===== src/hdl/srt_pkg.sv =====
// shared constants, types and neighbor tables for the river tracer
`default_nettype none
package srt_pkg;

	localparam int MAX_GRID_X = 64;
	localparam int MAX_GRID_Y = 64;
	localparam int MAX_STEPS  = 30;

	localparam int X_W    = $clog2(MAX_GRID_X);
	localparam int Y_W    = $clog2(MAX_GRID_Y);
	localparam int DIM_W  = 7;
	localparam int H_W    = 16;
	localparam int ADDR_W = 12;
	localparam int DEPTH  = MAX_GRID_X * MAX_GRID_Y;
	localparam int IDX_W  = (MAX_STEPS > 1) ? $clog2(MAX_STEPS) : 1;

	localparam logic [DIM_W-1:0] GRID_X_MAX = DIM_W'(MAX_GRID_X);
	localparam logic [DIM_W-1:0] GRID_Y_MAX = DIM_W'(MAX_GRID_Y);

	typedef enum logic [1:0] {
		REG_GRID_W = 2'd0,
		REG_GRID_H = 2'd1,
		REG_THRESH = 2'd2
	} reg_idx_t;

	// effective configuration, dimensions already clamped
	typedef struct packed {
		logic [DIM_W-1:0] gw;
		logic [DIM_W-1:0] gh;
		logic [H_W-1:0]   thr;
	} cfg_t;

	typedef struct packed {
		logic [X_W-1:0] x;
		logic [Y_W-1:0] y;
		logic [H_W-1:0] h;
	} point_t;

	// neighbor scan order: dx outer, dy inner, slot 4 is the center
	function automatic logic signed [1:0] nb_dx(input logic [3:0] s);
		logic signed [1:0] d;
		unique case (s)
			4'd0, 4'd1, 4'd2: d = -2'sd1;
			4'd6, 4'd7, 4'd8: d = 2'sd1;
			default:          d = 2'sd0;
		endcase
		return d;
	endfunction

	function automatic logic signed [1:0] nb_dy(input logic [3:0] s);
		logic signed [1:0] d;
		unique case (s)
			4'd0, 4'd3, 4'd6: d = -2'sd1;
			4'd2, 4'd5, 4'd8: d = 2'sd1;
			default:          d = 2'sd0;
		endcase
		return d;
	endfunction

endpackage
`default_nettype wire


===== src/hdl/srt_walker.sv =====
// trace sequencer: start decode, neighbor compare unit, path buffer, point output
`default_nettype none
module srt_walker (
	input  wire logic                       clk,
	input  wire logic                       arst_n,
	input  wire srt_pkg::cfg_t              cfg,
	input  wire logic                       in_valid,
	output logic                            in_stall,
	input  wire logic                       action,
	input  wire logic [srt_pkg::ADDR_W-1:0] cell_index,
	output logic      [srt_pkg::ADDR_W-1:0] rd_addr,
	input  wire logic [srt_pkg::H_W-1:0]    rd_data,
	output logic                            out_valid,
	input  wire logic                       out_stall,
	output logic      [5:0]                 point_x,
	output logic      [5:0]                 point_y,
	output logic      [15:0]                point_height,
	output logic                            last_point
);
	import srt_pkg::*;

	localparam logic [3:0] NB_CENTER = 4'd4;
	localparam logic [3:0] NB_LAST   = 4'd8;
	localparam logic [3:0] NB_DONE   = 4'd9;

	typedef enum logic [5:0] {
		ST_IDLE   = 6'b000001,
		ST_DIV    = 6'b000010,
		ST_START  = 6'b000100,
		ST_SCAN   = 6'b001000,
		ST_DECIDE = 6'b010000,
		ST_EMIT   = 6'b100000
	} state_t;

	state_t              state_q;
	logic [ADDR_W-1:0]   idx_q;
	logic [ADDR_W-1:0]   rem_q;
	logic [X_W-1:0]      quo_q;
	logic [X_W-1:0]      cur_x_q;
	logic [Y_W-1:0]      cur_y_q;
	point_t              best_q;
	logic                found_q;
	logic [3:0]          scan_q;
	logic [IDX_W-1:0]    cnt_q;
	logic [IDX_W-1:0]    k_q;
	logic                rd_vld_s1;
	logic [X_W-1:0]      nb_x_s1;
	logic [Y_W-1:0]      nb_y_s1;
	logic                out_valid_q;
	point_t              out_pt_q;
	logic                out_last_q;
	point_t              path_q [MAX_STEPS];

	logic signed [1:0]   dx, dy;
	logic signed [7:0]   nx, ny;
	logic                nb_ok;
	logic [12:0]         nb_prod;
	logic [ADDR_W-1:0]   nb_addr;
	logic                take_trace;
	logic                out_free;
	logic                better;
	logic                start_ok;
	logic                stop_walk;
	logic                buf_we;
	logic [IDX_W-1:0]    buf_wi;
	point_t              buf_wd;
	point_t              emit_pt;
	logic                emit_last;

	always_comb begin
		dx = nb_dx(scan_q);
		dy = nb_dy(scan_q);
		nx = signed'({{(8-X_W){1'b0}}, cur_x_q}) + {{6{dx[1]}}, dx};
		ny = signed'({{(8-Y_W){1'b0}}, cur_y_q}) + {{6{dy[1]}}, dy};
		nb_ok = (scan_q != NB_CENTER) && (scan_q <= NB_LAST)
			&& !nx[7] && (nx < signed'({1'b0, cfg.gw}))
			&& !ny[7] && (ny < signed'({1'b0, cfg.gh}));
		nb_prod = 13'(nx[X_W-1:0]) * 13'(cfg.gh);
		nb_addr = ADDR_W'(nb_prod + 13'(ny[Y_W-1:0]));
		rd_addr = (state_q == ST_DIV) ? idx_q : nb_addr;
	end

	assign take_trace = in_valid && (state_q == ST_IDLE) && action;
	assign out_free   = !out_valid_q || !out_stall;
	assign better     = rd_vld_s1 && (rd_data < best_q.h);
	assign start_ok   = rd_data > cfg.thr;
	assign stop_walk  = !found_q || (cnt_q == IDX_W'(MAX_STEPS - 1));
	assign emit_pt    = path_q[k_q];
	assign emit_last  = (k_q == cnt_q);

	// path buffer write: start cell, then each winner
	always_comb begin
		buf_we = 1'b0;
		buf_wi = cnt_q + IDX_W'(1);
		buf_wd = best_q;
		if (state_q == ST_START) begin
			buf_we = start_ok;
			buf_wi = '0;
			buf_wd = '{x: cur_x_q, y: cur_y_q, h: rd_data};
		end else if (state_q == ST_DECIDE) begin
			buf_we = !stop_walk;
		end
	end

	always_ff @(posedge clk) begin
		if (buf_we) begin
			path_q[buf_wi] <= buf_wd;
		end
	end

	always_ff @(posedge clk or negedge arst_n) begin
		if (!arst_n) begin
			state_q     <= ST_IDLE;
			idx_q       <= '0;
			rem_q       <= '0;
			quo_q       <= '0;
			cur_x_q     <= '0;
			cur_y_q     <= '0;
			best_q      <= '0;
			found_q     <= 1'b0;
			scan_q      <= '0;
			cnt_q       <= '0;
			k_q         <= '0;
			rd_vld_s1   <= 1'b0;
			nb_x_s1     <= '0;
			nb_y_s1     <= '0;
			out_valid_q <= 1'b0;
			out_pt_q    <= '0;
			out_last_q  <= 1'b0;
		end else begin
			rd_vld_s1 <= 1'b0;
			if (out_valid_q && !out_stall) begin
				out_valid_q <= 1'b0;
			end
			unique case (state_q)
				ST_IDLE: begin
					if (take_trace) begin
						idx_q   <= cell_index;
						rem_q   <= cell_index;
						quo_q   <= '0;
						state_q <= ST_DIV;
					end
				end
				ST_DIV: begin
					// column by repeated subtraction; running past the last column means off grid
					if (rem_q >= ADDR_W'(cfg.gh)) begin
						if (quo_q == X_W'(cfg.gw - DIM_W'(1))) begin
							state_q <= ST_IDLE;
						end else begin
							rem_q <= rem_q - ADDR_W'(cfg.gh);
							quo_q <= quo_q + X_W'(1);
						end
					end else begin
						cur_x_q <= quo_q;
						cur_y_q <= rem_q[Y_W-1:0];
						state_q <= ST_START;
					end
				end
				ST_START: begin
					if (start_ok) begin
						best_q  <= '{x: cur_x_q, y: cur_y_q, h: rd_data};
						found_q <= 1'b0;
						scan_q  <= '0;
						cnt_q   <= '0;
						state_q <= ST_SCAN;
					end else begin
						state_q <= ST_IDLE;
					end
				end
				ST_SCAN: begin
					// issue one neighbor read per cycle, compare the one read last cycle
					if (scan_q != NB_DONE) begin
						rd_vld_s1 <= nb_ok;
						nb_x_s1   <= nx[X_W-1:0];
						nb_y_s1   <= ny[Y_W-1:0];
						scan_q    <= scan_q + 4'd1;
					end else begin
						state_q <= ST_DECIDE;
					end
					if (better) begin
						best_q  <= '{x: nb_x_s1, y: nb_y_s1, h: rd_data};
						found_q <= 1'b1;
					end
				end
				ST_DECIDE: begin
					if (stop_walk) begin
						k_q <= '0;
						if (cnt_q == '0 || cnt_q == IDX_W'(1)) begin
							state_q <= ST_IDLE;
						end else begin
							state_q <= ST_EMIT;
						end
					end else begin
						cnt_q   <= cnt_q + IDX_W'(1);
						cur_x_q <= best_q.x;
						cur_y_q <= best_q.y;
						found_q <= 1'b0;
						scan_q  <= '0;
						state_q <= ST_SCAN;
					end
				end
				ST_EMIT: begin
					if (out_free) begin
						out_valid_q <= 1'b1;
						out_pt_q    <= emit_pt;
						out_last_q  <= emit_last;
						k_q         <= k_q + IDX_W'(1);
						if (emit_last) begin
							state_q <= ST_IDLE;
						end
					end
				end
				default: begin
					state_q <= ST_IDLE;
				end
			endcase
		end
	end

	assign in_stall     = (state_q != ST_IDLE);
	assign out_valid    = out_valid_q;
	assign point_x      = 6'(out_pt_q.x);
	assign point_y      = 6'(out_pt_q.y);
	assign point_height = out_pt_q.h;
	assign last_point   = out_last_q;

endmodule
`default_nettype wire


===== config.mk =====
export PLATFORM = sky130hd
export DESIGN_NAME = srt_walker
export DESIGN_NICKNAME = d
export VERILOG_FILES = /design/src/hdl/srt_pkg.sv /design/src/hdl/srt_walker.sv
export SDC_FILE = /design/constraint.sdc
export NUM_CORES = 1
export LEC_CHECK = 0
export BUFFER_PORTS_ARGS = -buffer_cell sky130_fd_sc_hd__buf_2
export CORE_MARGIN = 2
export CORE_UTILIZATION = 55
export DETAILED_ROUTE_END_ITERATION = 10
export PLACE_DENSITY = 0.72
export SLEW_MARGIN = 40
export SYNTH_ARGS = -nofsm -noshare
export SYNTH_HDL_FRONTEND = slang
export SYNTH_SLANG_ARGS = --single-unit
export TNS_END_PERCENT = 10

===== constraint.sdc =====
create_clock -name clk -period 8.3 [get_ports clk]
set_clock_uncertainty 0.1 [all_clocks]
set_input_delay 1.66 -clock clk [delete_from_list [all_inputs] [get_ports clk]]
set_output_delay 1.66 -clock clk [all_outputs]
set_load 0.1 [all_outputs]

==> flow_summary.toml <==
[detailed_routing]
routed_wire_length_per_instance_um = 28.3
remaining_design_rule_violation_count = 0
route.top_layer_used = "met4"
met3_wirelength_um = 7400
detail_route.wirelength.met1_um = 38300
drt_wl_total_um = 102000
route.met2.wl_um = 53000
ant_nets_after_route = 0
drt_first_iter_violations = 2410
via_count = 22743
drt-pass1-iter-count = 5
detail_route.vias_per_cell = 6.29

[final_layout]
drive_above_1_share = 0.288
area_delta_synth_final_pct = 14.2
num-fill-cells = 5084
mostFrequentLayoutCells = "840 x edfxtp_1, 249 x mux4_2, 179 x nand2_1, 127 x dfrtp_1, 100 x clkbuf_16"
fin_nets = 2743
mostFrequentLayoutCell = "edfxtp_1"
final_core_utilization = 0.632

[sta]
slew_headroom = 0.425
max_freq_mhz = 120
hold_viol = 0
tightestPinTransition_ps = 853
timing.final.ws_setup_ps = -46.4
holdWs_ps = 371
final.setup.tns_ps = -46.4
finalCritPeriodShare = 1.01
pins_over_their_slew_limit = 0
timing.final.crit_period_ps = 8350
report.final.setup_viol = 1
rsz_0062_raised_after_global_routing = "true"

[floorplanning]
die_width_um = 280
area_of_the_die_um2 = 78300
core_region_area_um2 = 75700
num_rows = 101
floorplan.initialDensity = 0.553
die_h_um = 280
top_level_ports = 106

[synthesis]
synthesis.instances = 2382
synth_enable_flop_cells = 840
synth-seq-cells = 974
synth-seq-area-share = 0.683
synthesis.area_um2 = 41900
synth_async_sr_flop_share = 0.138
post_synth_num_cell_types = 70
synth.yosys.warnings = 0
synthesis.area_per_instance_um2 = 17.6
number_of_nets_produced_by_synthesis = 2571
synth-main-ff-cell = "edfxtp_1"

[cts]
clk_path_buf_depth = 3
path_clk_slew_ps = 60
clock-root-buffer = "clkbuf_16"
tritoncts.num_buffers = 99
count_of_h_tree_levels_built_during_cts = 3
clk_latency_ps = 670
tritoncts_clock_tree = "yes"
cts_sink_count = 974
cts_hold_buffers = 0

[worst_setup_path]
required_ps = 6540
critical_path.startpoint_type = "flop"
critical_path_peak_fanout = 4
cp_slowest_cell = "fa_1"
cpMostUsedCell = "fa_1"
path_class = "flop to primary output"
cp_data_arrival_time_ps = 6590
critPathMaxStageDelay_ps = 500
worst_setup_path_end_kind = "primary output"

[global_routing]
antenna_found_initial = 1
grt_remaining_overflow = 0
via_count_of_the_first_global_routing_pass = 23636
wire_length_of_the_first_global_routing_pass_um = 151000
groute.usage.overall = 0.266
grt_max_degree = 99

[outcome]
violations_in_the_final_reports = "negative setup slack"
outcome = "complete, but fails checks"

[min_path]
min-delay-path-class = "flop to flop"

[placement]
place_worst_setup_slack_ps = 75.9
portBuffers = 105
place.gp.congestion = 0.871
place_hpwl_um = 55300

[flow_run]
maximum_capacitance_violations = 0
[layout make-up]
type                            instances  area, µm²  share of cell area
Inverter                               96        363             0.00759
Sequential cell                       974      28600               0.598
Tap cell                              978       1220              0.0256
Timing Repair Buffer                  180       1340              0.0281
Clock buffer                          127       2650              0.0555
Antenna cell                            1       2.50           0.0000523
Clock inverter                         57        594              0.0124
Multi-Input combinational cell       1203      13000               0.273
[stage by stage]
step / instance area, µm² / cells
finish: 47800 / 3616
global route: 47800 / 3615
CTS: 47600 / 3610
detailed placement: 44200 / 3421
global placement: 44000 / 3415
floorplan: 41900 / 2382
[cell usage after synthesis, drive strengths merged (2+ instances only)]
cell type | count | area share
a211o | 2 | 0.00042
a211oi | 10 | 0.0018
a21boi | 2 | 0.00036
a21o | 15 | 0.0027
a21oi | 68 | 0.0081
a22o | 3 | 0.00063
a31oi | 6 | 0.0013
a32oi | 2 | 0.00042
and2 | 35 | 0.0053
and3b | 3 | 0.00063
buf | 53 | 0.0063
clkbuf | 56 | 0.0050
dfrtp | 133 | 0.080
edfxtp | 840 | 0.60
fa | 25 | 0.012
ha | 101 | 0.030
inv | 95 | 0.0085
mux2 | 76 | 0.020
mux2i | 44 | 0.011
mux4 | 249 | 0.13
nand2 | 191 | 0.017
nand2b | 9 | 0.0013
nand3 | 21 | 0.0025
nand3b | 8 | 0.0014
nand4 | 11 | 0.0016
nor2 | 88 | 0.0079
nor2b | 15 | 0.0022
nor3 | 10 | 0.0012
nor3b | 2 | 0.00036
nor4 | 9 | 0.0016
o211ai | 3 | 0.00054
o21a | 6 | 0.0011
o21ai | 106 | 0.013
o21bai | 3 | 0.00054
o22ai | 2 | 0.00030
o31ai | 4 | 0.00084
or2 | 4 | 0.00066
or3 | 7 | 0.0010
xnor2 | 24 | 0.0050
xor2 | 23 | 0.0048
[kinds of logic (layout without fill, tap and decap cells)]
family / Yosys count / count (layout) / share of synthesized area
adders and majority gates: 126 / 126 / 0.0421
xor gates and xnor gates: 47 / 47 / 0.00983
muxes: 369 / 369 / 0.165
and+or+nand+nor: 417 / 417 / 0.0459
buffers and inverters: 205 / 460 / 0.0200
AOI/OAI and AO/OA: 244 / 244 / 0.0346
other: 0 / 1 / 0
DFF: 974 / 974 / 0.683
[repair_timing]
item,CTS,global route
setup endpoints to repair,4,4
pin swaps,13,20
buffers inserted,5,4
resized for setup,31,25
[final timing paths]
path,startpoint,to,slack (ps),cells after the start
max in group asynchronous,arst_n,idx_q[11]$_DFFE_PN0P_,5930,4
setup / recovery,scan_q[0]$_DFFE_PN0P_,rd_addr[11],-50,27
hold / removal,point_height[1]$_DFFE_PN0P_,point_height[1]$_DFFE_PN0P_,370,2
setup reg to reg,scan_q[0]$_DFFE_PN0P_,rd_vld_s1$_DFF_PN0_,3130,20
min in group asynchronous,arst_n,point_height[14]$_DFFE_PN0P_,800,1
hold reg to reg,point_height[1]$_DFFE_PN0P_,point_height[1]$_DFFE_PN0P_,370,2
[registers in the layout (all words and copies together) (netlist names), 12 cells and up]
register and flops:
path_q 840, best_q 28, point_height 16, idx_q 12, rem_q 12
[metal layers]
metal | up-vias | track usage
met1 | 11815 | 0.343
met3 | 223 | 0.0395
met5 | - | 0
met4 | 0 | 0.0975
li1 | 9640 | -
met2 | 1065 | 0.462
[critical path: cells and delay by family (launching register included)]
family | cells | cell delay, ps
AO/OA/AOI/OAI | 11 | 1890
XOR/XNOR | 1 | 180
adder cells (fa/ha/maj) | 7 | 2560
buffers and inverters | 5 | 570
flip-flops | 1 | 480
AND/OR/NAND/NOR | 3 | 270
Power is left out: the tool's default activity adds up to more than one toggle a clock period on the data nets, which glitch-free logic cannot reach.
